## src/hdl/sdtq_pkg.sv

```systemverilog
// ----------------------------------------------------------------------------
// sdtq_pkg
// shared widths, command and result codes, cell entry and control types for
// the sorted deadline timer queue
// ----------------------------------------------------------------------------
package sdtq_pkg;

    localparam int NUM_TIMERS_DEF = 16;

    localparam int CMD_W  = 3;
    localparam int ID_W   = 4;
    localparam int TIME_W = 64;
    localparam int KIND_W = 2;

    // timer ids are carried in ID_W bits, so no more ids than this exist
    localparam int MAX_IDS = 1 << ID_W;

    typedef enum logic [CMD_W-1:0] {
        CMD_SET_ABS = 3'd0,
        CMD_SET_REL = 3'd1,
        CMD_DELETE  = 3'd2,
        CMD_ADVANCE = 3'd3,
        CMD_QUERY   = 3'd4
    } command_t;

    typedef enum logic [KIND_W-1:0] {
        KIND_ACK       = 2'd0,
        KIND_EXPIRED   = 2'd1,
        KIND_REMAINING = 2'd2
    } kind_t;

    // operation broadcast to every cell of the chain
    typedef enum logic [1:0] {
        OP_HOLD   = 2'd0,
        OP_REMOVE = 2'd1,
        OP_INSERT = 2'd2,
        OP_POP    = 2'd3
    } cell_op_t;

    typedef struct packed {
        logic              valid;
        logic [ID_W-1:0]   id;
        logic [TIME_W-1:0] deadline;
    } entry_t;

    typedef struct packed {
        cell_op_t          op;
        logic [ID_W-1:0]   id;
        logic [TIME_W-1:0] when;
        logic [TIME_W-1:0] now;
    } cell_cmd_t;

    // what the controller sees of the front of the queue
    typedef struct packed {
        logic            head_due;
        logic [ID_W-1:0] head_id;
        logic            next_due;
    } chain_status_t;

endpackage

```

## src/hdl/sdtq_cell.sv

```systemverilog
// ----------------------------------------------------------------------------
// sdtq_cell
// one queue position: holds a timer id and deadline, shifts with neighbours
// ----------------------------------------------------------------------------
module sdtq_cell (
    input  logic                     clk,
    input  logic                     rst_n,
    input  sdtq_pkg::cell_cmd_t      cmd,
    input  sdtq_pkg::entry_t         left_entry,
    input  logic                     left_ge,
    input  sdtq_pkg::entry_t         right_entry,
    input  logic                     found_in,
    output sdtq_pkg::entry_t         entry,
    output logic                     ge,
    output logic                     found_out,
    output logic                     due
);

    logic                                valid_reg;
    logic [sdtq_pkg::ID_W-1:0]           id_reg;
    logic [sdtq_pkg::TIME_W-1:0]         dl_reg;
    sdtq_pkg::entry_t                    entry_next;
    logic                                match;

    assign entry = '{valid: valid_reg, id: id_reg, deadline: dl_reg};

    // empty cells sit at the tail and count as later than any deadline
    assign ge        = !valid_reg || (dl_reg >= cmd.when);
    assign match     = valid_reg && (id_reg == cmd.id);
    assign found_out = found_in || match;
    assign due       = valid_reg && (dl_reg <= cmd.now);

    always_comb
    begin
        entry_next = entry;
        case (cmd.op)
            sdtq_pkg::OP_REMOVE:
            begin
                if (found_out)
                begin
                    entry_next = right_entry;
                end
            end
            sdtq_pkg::OP_INSERT:
            begin
                if (left_ge)
                begin
                    entry_next = left_entry;
                end
                else if (ge)
                begin
                    entry_next = '{valid: 1'b1, id: cmd.id, deadline: cmd.when};
                end
            end
            sdtq_pkg::OP_POP:
            begin
                entry_next = right_entry;
            end
            default:
            begin
                entry_next = entry;
            end
        endcase
    end

    always_ff @(posedge clk or negedge rst_n)
    begin
        if (!rst_n)
        begin
            valid_reg <= 1'b0;
        end
        else
        begin
            valid_reg <= entry_next.valid;
        end
    end

    always_ff @(posedge clk)
    begin
        id_reg <= entry_next.id;
        dl_reg <= entry_next.deadline;
    end

endmodule

```

## src/hdl/sdtq_chain.sv

```systemverilog
// ----------------------------------------------------------------------------
// sdtq_chain
// row of cells ordered soonest deadline first, head at cell zero
// ----------------------------------------------------------------------------
module sdtq_chain #(
    parameter int NUM_CELLS = sdtq_pkg::NUM_TIMERS_DEF
) (
    input  logic                      clk,
    input  logic                      rst_n,
    input  sdtq_pkg::cell_cmd_t       cmd,
    output sdtq_pkg::chain_status_t   status
);

    sdtq_pkg::entry_t ents  [NUM_CELLS];
    logic             ge    [NUM_CELLS];
    logic             found [NUM_CELLS];
    logic             due   [NUM_CELLS];

    for (genvar i = 0; i < NUM_CELLS; i++)
    begin : g_cell
        sdtq_pkg::entry_t left_e;
        sdtq_pkg::entry_t right_e;
        logic             left_g;
        logic             found_i;

        if (i == 0)
        begin : g_first
            assign left_e  = '0;
            assign left_g  = 1'b0;
            assign found_i = 1'b0;
        end
        else
        begin : g_inner
            assign left_e  = ents[i-1];
            assign left_g  = ge[i-1];
            assign found_i = found[i-1];
        end

        if (i == NUM_CELLS - 1)
        begin : g_last
            assign right_e = '0;
        end
        else
        begin : g_body
            assign right_e = ents[i+1];
        end

        sdtq_cell u_cell (
            .clk         (clk),
            .rst_n       (rst_n),
            .cmd         (cmd),
            .left_entry  (left_e),
            .left_ge     (left_g),
            .right_entry (right_e),
            .found_in    (found_i),
            .entry       (ents[i]),
            .ge          (ge[i]),
            .found_out   (found[i]),
            .due         (due[i])
        );
    end

    assign status.head_due = due[0];
    assign status.head_id  = ents[0].id;
    assign status.next_due = due[1];

endmodule

```

## config.mk

```make
export PLATFORM = sky130hd
export DESIGN_NAME = sdtq_chain
export DESIGN_NICKNAME = d
export VERILOG_FILES = /design/src/hdl/sdtq_pkg.sv /design/src/hdl/sdtq_cell.sv /design/src/hdl/sdtq_chain.sv
export SDC_FILE = /design/constraint.sdc
export NUM_CORES = 2
export LEC_CHECK = 0
export ABC_CLOCK_PERIOD_IN_PS = 9300
export BUFFER_PORTS_ARGS = -buffer_cell sky130_fd_sc_hd__buf_4
export CORE_ASPECT_RATIO = 0.7
export CORE_MARGIN = 5
export CORE_UTILIZATION = 60
export CTS_CLUSTER_SIZE = 30
export DETAILED_ROUTE_END_ITERATION = 7
export GPL_ROUTABILITY_DRIVEN = 0
export PLACE_DENSITY_LB_ADDON = 0.05
export SLEW_MARGIN = 20
export SYNTH_ARGS = -nofsm -noshare
export SYNTH_HDL_FRONTEND = slang
export SYNTH_SLANG_ARGS = --single-unit
```

## constraint.sdc

```tcl
create_clock -name clk -period 9.3 [get_ports clk]
set_clock_uncertainty 0.05 [all_clocks]
set_input_delay 0.465 -clock clk [delete_from_list [all_inputs] [get_ports clk]]
set_output_delay 0.465 -clock clk [all_outputs]
set_load 0.02 [all_outputs]
```

Yosys cells after proc, flatten, opt, wreduce, memory -nomap -nowiden
Cells that the tools add are included.
- output and inout port bits: 6
- RAM bits: 0
- bits of input ports: 136
- bits in latches: 0
- logic and storage cells: 262
- ROM bits: 0
- bits in registers: 1104
- memories: 0
- divide/modulo/power cells: 0
- multiply operators: 0
- equality and inequality tests: 51
- bitwise operators: 0
- reduce and logical (&&, ||, !) cells: 82
- order comparisons: 18
- shift-type cells: 0
- muxes and demuxes: 63
- $add $sub $neg: 0
- operators with widths (kind ; number):
    one-hot mux 69 bit (3 select lines) ; 16
    2-to-1 mux 69 bit ; 47
    >= comparator 64 bit ; 16
    <= comparator 64 bit ; 2
    == test 4 bit ; 16
    AND reduction 3 bit ; 16
    != test 3 x 1 -> 1 bit, second input constant ; 13
    != test 2 x 1 -> 1 bit, second input constant ; 17
    logical OR 1 bit ; 31
    logical AND 1 bit ; 18
    logical NOT 1 bit ; 16
    != test 3 x 2 -> 1 bit, second input constant ; 2
    == test 2 bit, second input constant ; 2
    nonzero test 3 bit ; 1
    == test 2 x 1 -> 1 bit, second input constant ; 1

Logic depth before layout (Yosys ltp)
- depth in word-level cells: 19
- gate-level depth with buffers: 15

Cells and area by module
A second synthesis with hierarchy kept.
- cell total of the unflattened synthesis: 12339
- area total of the unflattened synthesis: 108925.7 um^2
- modules (own cells, without submodules) (module ; instances ; cells each ; area an instance (um^2)):
    sdtq_cell (g_cell[0].u_cell ...) ; 15 ; 771 ; 6807.8
    sdtq_cell (g_cell[5].u_cell) ; 1 ; 771 ; 6790.3
    sdtq_chain ; 1 ; 3 ; 18.8

Least setup slack after synthesis
No wires, ideal clock.
- path type: input to register
- start point: input port cmd[65] in the netlist's numbering
- end point: register g_cell[4].u_cell.dl_reg[0] in the netlist's numbering (enable)
- buffers on the path: 1
- cell stages on the path: 11
- setup time: 0.616 ns
- required time: 8.634 ns
- data arrival time: 7.939 ns
- slack: 0.695 ns
- cell sequence: inv_1 ha_1 a21o_1 a211oi_1 o311ai_0 a211o_1 o211ai_1 a311oi_1 nor2_1 clkbuf_1 a311oi_1
- word-level cells in the longest chain between the ends: 4
- elaborated cells between the ends (all ways): 6
- those cells by class: order compare: 2; eq/ne: 1; reduce/logical: 3
- RTL lines (item ; line ; RTL):
    from (decl) ; sdtq_chain.sv:10 ; input sdtq_pkg::cell_cmd_t cmd,
    >= comparator 64 bit ; sdtq_cell.sv:28 ; assign ge = !valid_reg || (dl_reg >= cmd.when);
    logical OR 1 bit ; sdtq_cell.sv:28 ;
    != test 3 x 1 -> 1 bit (no source line) (*) ; -- ;
    AND reduction 3 bit (no source line) (*) ; -- ;
    to (signal assigned) ; sdtq_cell.sv:81 ; dl_reg <= entry_next.deadline;
    to (decl) ; sdtq_cell.sv:21 ; logic [sdtq_pkg::TIME_W-1:0] dl_reg;
Mark *: on every way between the ends. The rest lies on a longest branch, timed or not.
A chain may end at the register's enable or synchronous reset.

==> qor.txt <==
endpoints failing hold - 0
Tcrit/Tclk final - 71.0%
Post-Place Worst Slack - 2.30 ns
H-tree levels - 3
mapped cell area - 0.0815 sq mm
Clock Latency Late Sink - 0.77 ns
CTS max path bufs - 3
CTS tree - built
post-detailed-route wirelength per cell - 28.6 um
RR Endpoint - g_cell[7].u_cell.dl_reg[46]$_DFFE_PP_
CP arrival - 7.04 ns
MaxCap Viol Count - 0
Area Growth Syn to Fin - 8.36%
Worst Tran Pin Value - 1.19 ns
LEAKAGE - 38.5 nW
cell-internal power - 15.1 mW
Power per Cell Area - 295 mW/mm^2
syn avg cell area - 9.97 sq um
Yosys reg bits - 1104
Warnings, synthesis - 0
switching portion of total power - 42.2%
share of the synthesized area in the top cell type - 40.1%
Syn Nets - 9461
wire length of the first global-routing pass - 418000 um
flop2flop setup slack - 2.70 ns
Async S/R FF share, synth - 1.45%
combinational power share - 42.8%
clock share of power - 18.7%
Gate Count Post-Synth - 8173
clock buffer count from CTS - 115
Worst setup SP type - flop
Tot GR Track Use - 38.3%
share of cells above drive strength 1 - 7.00%
DRT Pass-1 Iters - 8
vias in the first global route - 64.0k
RSZ-0062 raised after global routing - false
global route overflow - 0
VDD IR max - 258 uV
Routed Antenna Nets - 0
largest net degree at the start of global routing - 260
Yosys top cell by area - edfxtp_1
max_slew headroom - 19.7%
fin nets - 9374
PortBufs - 141
DR iter-0 viols - 10.4k
Setup violations, final - 0
sequential element share of the synthesized area - 40.6%
Primary FF master, synth - edfxtp_1
initial core utilization - 60.2%
routed vias/inst - 6.85
Switch Pwr - 11.0 mW
max-slew violations - 0
die height - 318 um
unique cell type count in the Yosys netlist - 80
row count - 113
crit path max fanout - 38
die area - 0.143 sq mm
die width - 450 um
maximum clock frequency - 151 MHz
Root Driver - clkbuf_16
number of I/O pins - 142
critical path class - reg -> reg
launch point of the worst reg-to-reg path - g_cell[6].u_cell.dl_reg[2]$_DFFE_PP_
Clock Pin Slew Worst Setup and Hold Paths - 0.07 ns
clock sink count - 1104
top area cells in the synthesized netlist - edfxtp_1, ha_1, mux2i_1
core box area - 0.135 sq mm
max FFs per register - 1024
initial antenna violation count - 14
Setup crit end kind - flop
number of synthesized flops with an enable pin - 1088
Vias - 68.3k
hpwl dp - 204000 um
setup slack after layout - 2.70 ns
Critical Path RT - 9.74 ns
final WL - 285000 um
setup TNS - 0 ns
Reg2Reg Depth - 13
Tmin final - 6.60 ns
DRC errors left - 0
HP Class - in -> async
status - finished clean
Flop pwr share - 38.5%
power by group through the flow:
stage | sequential, mW | clock, mW | combinational, mW
CTS | 9.90 | 4.90 | 10.8
global placement | 9.98 | 0 | 10.4
global route | 10.1 | 5.10 | 12.1
detailed placement | 9.98 | 0 | 10.8
floorplan | 9.16 | 0 | 7.54
finish | 10.0 | 4.89 | 11.1
how the worst max path moves through the flow:
stage / startpoint / endpoint / slack [ns] / cells past startpoint
floorplan: cmd[65] / g_cell[4].u_cell.dl_reg[0]$_DFFE_PP_ / 0.69 / 11
global placement: cmd[67] / g_cell[4].u_cell.dl_reg[42]$_DFFE_PP_ / 1.96 / 12
detailed placement: cmd[67] / g_cell[7].u_cell.dl_reg[46]$_DFFE_PP_ / 2.30 / 15
CTS: g_cell[6].u_cell.dl_reg[2]$_DFFE_PP_ / g_cell[7].u_cell.dl_reg[28]$_DFFE_PP_ / 3.06 / 13
global route: g_cell[6].u_cell.dl_reg[2]$_DFFE_PP_ / g_cell[7].u_cell.dl_reg[24]$_DFFE_PP_ / 2.88 / 13
finish: g_cell[6].u_cell.dl_reg[2]$_DFFE_PP_ / g_cell[7].u_cell.dl_reg[46]$_DFFE_PP_ / 2.70 / 13
layout by cell type (no fill, tap or decap), types with 20 or more instances in the layout:
| cell type | count |
|---|---|
| a2111oi_0 | 25 |
| a211oi_1 | 49 |
| a21o_1 | 236 |
| a21oi_1 | 572 |
| a31oi_1 | 20 |
| buf_4 | 261 |
| clkbuf_1 | 26 |
| clkbuf_16 | 119 |
| clkinv_1 | 25 |
| edfxtp_1 | 1088 |
| ha_1 | 1152 |
| inv_1 | 162 |
| mux2i_1 | 832 |
| nand2_1 | 1030 |
| nand2b_1 | 35 |
| nand3_1 | 71 |
| nand4_1 | 208 |
| nor2_1 | 537 |
| nor2b_1 | 60 |
| nor3_1 | 106 |
| o211ai_1 | 30 |
| o21a_1 | 27 |
| o21ai_0 | 998 |
| o221a_2 | 68 |
| o31ai_1 | 71 |
| xnor2_1 | 25 |
| xor2_1 | 39 |
synthesized netlist by cell type, types with 13 or more instances:
master     instances
a211oi_1          54
o21ai_0         1005
nor3_1           107
inv_1            162
buf_1             30
a21oi_1          573
clkbuf_1         375
nor4_1            22
a21o_1           236
nand2_1         1033
o221a_2           68
ha_1            1152
dfrtp_1           16
a31oi_1           26
xor2_1            39
nand3_1           71
nand4_1          208
nor2b_1           60
buf_2             72
a2111oi_0         31
o21a_1            30
mux2i_1          832
nor2_1           540
and3_1            14
o2111ai_1         13
xnor2_1           25
edfxtp_1        1088
nand2b_1          35
o211ai_1          30
o31ai_1           72
layer usage:
| layer | vias to the layer above | wire [um] | global-route usage [%] |
|---|---|---|---|
| met5 | - | 102 | 0 |
| met4 | 16 | 12500 | 14.3 |
| met3 | 592 | 41000 | 11.4 |
| met2 | 4319 | 109000 | 50.4 |
| met1 | 32800 | 122000 | 58.6 |
| li1 | 30600 | - | - |
through the flow:
stage	hold slack, ns	total power, mW	instances	cell area [sq um]	util (%)
after detailed placement	0.300	20.8	9748	84400	62.4
after global placement	0.302	20.3	9746	84400	62.4
after floorplan	0.119	16.7	8173	81500	-
after CTS	0.0149	25.6	9964	88300	65.2
final	0.0566	26.1	9970	88300	65.2
after global routing	0.0534	27.4	9969	88300	65.2
cell families (layout without fill, tap and decap cells):
| logic type | Yosys count | after routing | share of synthesized area [%] |
|---|---|---|---|
| xor+xnor | 64 | 64 | 0.688 |
| flops | 1104 | 1104 | 40.6 |
| fa+ha+maj | 1152 | 1152 | 17.7 |
| simple gates | 2142 | 2142 | 11.5 |
| compound gates | 2231 | 2231 | 16.2 |
| buf+inv | 645 | 655 | 3.11 |
| mux | 835 | 835 | 10.3 |
| other cells | 0 | 5 | 0 |
critical path: stages, from the launching register on:
cell and delay, ns:
edfxtp_1 0.42, ha_1 0.31, a211oi_1 0.22, o21ai_0 0.22, a21oi_1 0.55, nor4b_1 0.21, a2111oi_0 0.74, o21ai_0 0.66
a31o_2 0.57, a221oi_4 0.42, buf_4 0.63, buf_4 0.73, mux2i_1 0.32, o21ai_0 0.10
area by class of cell:
class	instances	area, sq um
fill	10800	47000
multi-input combinational	6424	46300
sequential	1104	33100
clock buffer	152	3170
timing repair buffer	278	2250
tap	1782	2230
clock inverter	62	624
inverter	163	612
antenna	5	12.5
what timing repair did:
| action | 4_1_cts | 5_1_grt |
|---|---|---|
| resized for setup | 0 | 0 |
| setup buffers | 0 | 0 |
| hold buffers | 2 | 0 |
| hold endpoints to repair | 19 | 0 |
Power figures use the tool's default switching activity.
